$ cat config.mk
export PLATFORM = sky130hd
export DESIGN_NAME = bft_ctrl
export DESIGN_NICKNAME = d
export VERILOG_FILES = /design/src/hdl/bft_pkg.sv /design/src/hdl/bft_ctrl.sv
export SDC_FILE = /design/constraint.sdc
export NUM_CORES = 1
export LEC_CHECK = 0
export BUFFER_PORTS_ARGS = -buffer_cell sky130_fd_sc_hd__buf_2
export CAP_MARGIN = 15
export CELL_PAD_IN_SITES_DETAIL_PLACEMENT = 1
export CELL_PAD_IN_SITES_GLOBAL_PLACEMENT = 2
export CORE_AREA = 4 4 41 43
export CTS_CLUSTER_SIZE = 12
export DETAILED_ROUTE_END_ITERATION = 10
export DIE_AREA = 0 0 45 47
export GPL_TIMING_DRIVEN = 1
export PLACE_DENSITY_LB_ADDON = 0.1
export SYNTH_ARGS = -nofsm -noshare
export SYNTH_HDL_FRONTEND = slang
export SYNTH_SLANG_ARGS = --single-unit
$ cat constraint.sdc
create_clock -name i_clk -period 2.4 [get_ports i_clk]
set_input_delay 0.12 -clock i_clk [delete_from_list [all_inputs] [get_ports i_clk]]
set_output_delay 0.12 -clock i_clk [all_outputs]
set_load 0.05 [all_outputs]
$ cat src/hdl/bft_pkg.sv
package bft_pkg;

    localparam int BUCKETS_DEF = 1024;
    localparam int WAYS_DEF = 4;

    localparam int ENTRY_W = 32 + 32 + 32 + 32 + 48 + 48 + 48;

    localparam logic [1:0] STATUS_UPDATED = 2'd0;
    localparam logic [1:0] STATUS_CREATED = 2'd1;
    localparam logic [1:0] STATUS_FULL    = 2'd2;

    localparam logic [31:0] PKT_MAX  = 32'hFFFF_FFFF;
    localparam logic [47:0] BYTE_MAX = 48'hFFFF_FFFF_FFFF;

    typedef struct packed {
        logic [31:0] source_address;
        logic [31:0] destination_address;
        logic [15:0] source_port;
        logic [15:0] destination_port;
        logic [15:0] packet_length;
        logic [47:0] timestamp_us;
    } t_request;

    typedef struct packed {
        logic [1:0]  status;
        logic [11:0] flow_slot;
        logic [31:0] packets_seen;
        logic [47:0] bytes_seen;
        logic [47:0] first_seen_us;
        logic [47:0] last_seen_us;
    } t_result;

    typedef struct packed {
        logic [31:0] addr_a;
        logic [31:0] addr_b;
        logic [31:0] ports;
        logic [31:0] packets;
        logic [47:0] bytes;
        logic [47:0] first_time;
        logic [47:0] recent_time;
    } t_entry;

    typedef enum logic [2:0] {
        ST_CLEAR,
        ST_IDLE,
        ST_HASH,
        ST_BUCKET,
        ST_READ,
        ST_WRITE,
        ST_OUT
    } t_state;

    typedef struct packed {
        logic clear;
        logic load;
        logic hash;
        logic bucket;
        logic read;
        logic write;
        logic show;
    } t_cmd;

endpackage

$ cat src/hdl/bft_ctrl.sv
module bft_ctrl (
    input  logic              i_clk,
    input  logic              i_rst_n,
    input  logic              i_in_valid,
    output logic              o_in_ready,
    output logic              o_out_valid,
    input  logic              i_out_ready,
    input  logic              i_clr_done,
    output bft_pkg::t_cmd     o_cmd
);
    bft_pkg::t_state r_state, n_state;

    always_ff @(posedge i_clk) begin
        if (!i_rst_n) begin
            r_state <= bft_pkg::ST_CLEAR;
        end else begin
            r_state <= n_state;
        end
    end

    always_comb begin
        n_state = r_state;
        case (r_state)
            bft_pkg::ST_CLEAR:  if (i_clr_done) n_state = bft_pkg::ST_IDLE;
            bft_pkg::ST_IDLE:   if (i_in_valid) n_state = bft_pkg::ST_HASH;
            bft_pkg::ST_HASH:   n_state = bft_pkg::ST_BUCKET;
            bft_pkg::ST_BUCKET: n_state = bft_pkg::ST_READ;
            bft_pkg::ST_READ:   n_state = bft_pkg::ST_WRITE;
            bft_pkg::ST_WRITE:  n_state = bft_pkg::ST_OUT;
            bft_pkg::ST_OUT:    if (i_out_ready) n_state = bft_pkg::ST_IDLE;
            default:            n_state = bft_pkg::ST_IDLE;
        endcase
    end

    always_comb begin
        o_in_ready  = 1'b0;
        o_out_valid = 1'b0;
        o_cmd       = '0;
        case (r_state)
            bft_pkg::ST_CLEAR: o_cmd.clear = 1'b1;
            bft_pkg::ST_IDLE: begin
                o_in_ready = 1'b1;
                o_cmd.load = i_in_valid;
            end
            bft_pkg::ST_HASH:   o_cmd.hash = 1'b1;
            bft_pkg::ST_BUCKET: o_cmd.bucket = 1'b1;
            bft_pkg::ST_READ:   o_cmd.read = 1'b1;
            bft_pkg::ST_WRITE:  o_cmd.write = 1'b1;
            bft_pkg::ST_OUT: begin
                o_out_valid = 1'b1;
                o_cmd.show  = 1'b1;
            end
            default: o_in_ready = 1'b0;
        endcase
    end

`ifndef SYNTHESIS
    a_out_after_write: assert property (@(posedge i_clk) disable iff (!i_rst_n)
        o_cmd.write |=> o_out_valid) else $error("result not shown after write");
    a_no_overlap: assert property (@(posedge i_clk) disable iff (!i_rst_n)
        !(o_in_ready && o_out_valid)) else $error("ready while result pending");
    a_load_hashes: assert property (@(posedge i_clk) disable iff (!i_rst_n)
        o_cmd.load |=> o_cmd.hash) else $error("load not followed by hash");
    a_clear_not_ready: assert property (@(posedge i_clk) disable iff (!i_rst_n)
        o_cmd.clear |-> !o_in_ready) else $error("ready during clearing pass");
`endif
endmodule

# Word-level counts from Yosys, hierarchy flattened
# Cells that the tools add are included.
[classes] eq_ne=9 muxes=12 n_reduce_logical=2
[op_table] op="3-bit case mux with 7 select lines" n=1
[op_table] op="3-bit == test, second input constant" n=3
[op_table] op="3-bit two-way mux" n=3
[op_table] op="1-bit two-way mux" n=8
[op_table] op="3-bit by 2-bit == test with 1-bit output, second input constant" n=2
[op_table] op="2-bit != test, second input constant" n=3
[op_table] op="3-bit by 1-bit == test with 1-bit output, second input constant" n=1
[op_table] op="3-bit logical NOT" n=1
[op_table] op="3-bit AND reduction" n=1
[totals] regBits=3 inputBits=5 output_inout_bits=9 wordCells=24

# Longest topological paths before layout
[depth] word_depth=3 mapped_depth=6 depth_no_buf=5

# Least setup slack after synthesis
# OpenSTA, ideal clock, no wires.
[synth_path] path_type="flip-flop to output port" from="reg r_state[1]" to="out o_cmd[0] in the netlist's numbering" arrival_time_ps=2108 required_ps=2280 setup_slack_ps=172 stages_incl_launch_ff=5 path_buffers=2 cell_sequence="dfxtp_1 -> buf_4 -> inv_1 -> nor3b_1 -> buf_4"
[synth_via] elab_chain_cells=2
[synth_lines] item="start, declared" line_no="bft_ctrl.sv:11" source="bft_pkg::t_state r_state, n_state;"
[synth_lines] item="start signal, assigned" line_no="bft_ctrl.sv:15" source="r_state <= bft_pkg::ST_CLEAR;"
[synth_lines] item="start signal, assigned" line_no="bft_ctrl.sv:17" source="r_state <= n_state;"
[synth_lines] item="3-bit == test"
[synth_lines] item="1-bit two-way mux"
[synth_lines] item="end, declared" line_no="bft_ctrl.sv:9" source="output bft_pkg::t_cmd o_cmd"
# Every way passes these cells.

# Final worst setup path
[layout_path] from="reg r_state[1]" to="reg r_state[1]"
[layout_via] elab_chain_cells=3 word_cells_on_any_way=12 classes_between="eq/ne (9); mux (1); reduce/logical (2)"
[layout_lines] item="3-bit == test, or another cell as far along" line_no="bft_ctrl.sv:23" source="case (r_state)"
[layout_lines] item="2-bit != test (no line)"
[layout_lines] item="3-bit AND reduction (no line)"
# Several ways; a longest one is shown, not always the timed one.
# A chain may end at the register's enable or synchronous reset.

==> impl_metrics.json <==
{
  "status": "complete, no violations",
  "fin_nets": 56,
  "die_h_um": 47,
  "synth_edf_count": 0,
  "gp_congestion": 0.706,
  "crit_required_ns": 2.57,
  "fin_area_um2": 412,
  "rrSetupSlack_ns": 0.64,
  "grt_pass1_vias": 311,
  "synth_xor_area_share_pct": 0,
  "rows": 13,
  "critPathKind": "flop to flop",
  "max_cap_violations": 0,
  "synthArstFlopShare_pct": 0,
  "regMostFlops": "r_state",
  "drcViolationCount": 0,
  "root_buffer": "clkbuf_4",
  "largest_registers": "r_state x3",
  "drt_iter0_markers": 3,
  "ys_types": 23,
  "area_delta_synth_final_pct": 24.2,
  "start_util_pct": 25.5,
  "path_clk_slew_ns": 0.04,
  "maxSlewHeadroom_pct": 66.7,
  "hold_class": "primary input to flop",
  "fin_util_pct": 31.6,
  "netlist_instances": 36,
  "grt_start_max_net_pins": 14,
  "power_density_nw_per_um2": 1540,
  "min_path_cells": 2,
  "placed_cell_area_um2": 385,
  "dp_hpwl_um": 639,
  "n_antenna_cell": 0,
  "antenna_left": 0,
  "period_share_pct": 73.4,
  "drtPass1Iterations": 3,
  "cts_resized": 0,
  "cts_num_sinks": 3,
  "cp.arrival_ns": 1.93,
  "synth_nets": 42,
  "die_x_um": 45,
  "finalWirelength_um": 848,
  "fin_crit_ns": 1.76,
  "clock_path_buffers": 2,
  "io_pins": 14,
  "slew_violations": 0,
  "critPathMaxFanout": 12,
  "grt_use_total_pct": 8.83,
  "clock_latency_ns": 0.23,
  "drive_above_1_share_pct": 46.9,
  "synth-simple-area-share_pct": 37.7,
  "max_freq_mhz": 568,
  "synth_adder_area_share_pct": 3.77,
  "htree_levels": 1,
  "cts-buffers-inserted": 3,
  "crit_path_max_incr_delay_ns": 0.54,
  "postSynthAreaPerCell_um2": 9.21,
  "finalPower_mw": 0.634,
  "largest_reg_flops": 3,
  "synth_top_family_by_area": "simple AND/OR/NAND/NOR gates",
  "vias": 317,
  "core_um2": 1300,
  "hold_violations": 0,
  "post-cts-setup-buffer-count": 0,
  "antenna_found_initial": 0,
  "synthFlopType": "dfxtp_1",
  "viasPerCell": 4.95,
  "portBuffers": 13,
  "grt_overflow_total": 0,
  "grt_pass1_wl_um": 1330,
  "crit_chain": "inv_1 -> ha_1 -> or3b_1 -> a21oi_1 -> o311a_1",
  "setup_viol": 0,
  "synthMuxAreaShare_pct": 6.79,
  "cts_tree": "yes",
  "synth_warnings": 0,
  "ys_seq_area_share_pct": 18.1,
  "rr_worst_depth": 5,
  "peakVddDrop_v": 0.000625,
  "setup.worst_path.start_class": "flop",
  "worstSetupEndpointType": "flop",
  "ys_seq_elements": 3,
  "syn_area_um2": 332,
  "wire_per_inst_um": 13.3,
  "max_slew.worst_pin.slew_ns": 0.498,
  "cts_hold_buf": 0,
  "die_area_um2": 2120,
  "slowest_stage": "dfxtp_1",
  "clock_skew_ns": 0.00395,
  "p_leak_nw": 0.204,
  "grt_setup_unrepaired": "false",
  "synth-compound-area-share_pct": 21.1,
  "tns_ns": 0
}
## power by group
group,internal [mW],switching [mW]
sequential,0.0702,0.0696
combinational,0.141,0.269
clock,0.0620,0.0218
## metal layers
layer  vias up  part of all wire (%)  GRT usage, %
met5         -                     0             0
met4         0                     0          6.43
met3         0                   6.5          2.68
met2         9                    48          14.1
met1       149                    46          9.95
li1        159                     -             -
## synthesized netlist by cell type (2+ instances only)
cell | instances | share of area, %
nor2_1 | 2 | 2.3
a211oi_1 | 2 | 4.5
and3_1 | 2 | 3.8
inv_1 | 3 | 3.4
dfxtp_1 | 3 | 18
a21oi_1 | 3 | 4.5
nor3b_2 | 2 | 7.5
buf_4 | 4 | 9.1
## cells in the final DEF (no fill, tap or decap)
cell type and instances:
or2b_1 1, a221oi_2 1, or3b_4 1, nor3b_2 2, dfxtp_1 3, a21oi_1 3, buf_2 13, a211oi_1 2
ha_1 1, o2bb2ai_2 1, nand2_1 1, o311a_1 1, nand3b_1 1, and3_1 2, and4bb_1 1, nor3b_1 1
or3b_1 1, inv_1 3, and3b_2 1, nor2_1 2, mux2i_4 1, clkbuf_4 3, nor3_1 1, or3_1 1
clkbuf_1 1
## worst max-delay path, delay by kind of cell (launching register included)
family	cells	cell delay, ns
buf+inv	1	0.13
flops	1	0.54
compound gates	2	0.31
fa+ha+maj	1	0.37
simple gates	1	0.36
## metrics by stage
stage / worst slack, ns / hold slack [ns] / cells
global placement: 0.669 / 0.375 / 60
global route: 0.520 / 0.146 / 64
floorplan: 0.172 / 0.251 / 36
finish: 0.638 / 0.140 / 64
detailed placement: 0.638 / 0.378 / 60
CTS: 0.637 / 0.137 / 64
## cells by family (layout without fill, tap and decap cells)
family / after synthesis / in the layout
simple gates: 16 / 16
compound gates: 8 / 8
buf+inv: 7 / 20
flops: 3 / 3
fa+ha+maj: 1 / 1
mux: 1 / 1
## path summary, 6_finish.rpt
check	startpoint	end
worst min-delay path	i_rst_n	r_state[1]$_SDFFE_PN0P_
worst max register to register	r_state[1]$_SDFFE_PN0P_	r_state[1]$_SDFFE_PN0P_
worst max-delay path	r_state[1]$_SDFFE_PN0P_	r_state[1]$_SDFFE_PN0P_
worst min register to register	r_state[0]$_SDFFE_PN0P_	r_state[0]$_SDFFE_PN0P_
## area by class of cell
class                      count  area [µm²]
clock buffer                   4        26.3
inverter                       3        11.3
fill                         172         890
tap                           15        18.8
timing repair buffer          13        65.1
multi-input combinational     26         230
sequential                     3        60.1
No activity file was read; power rests on OpenSTA's default activity.
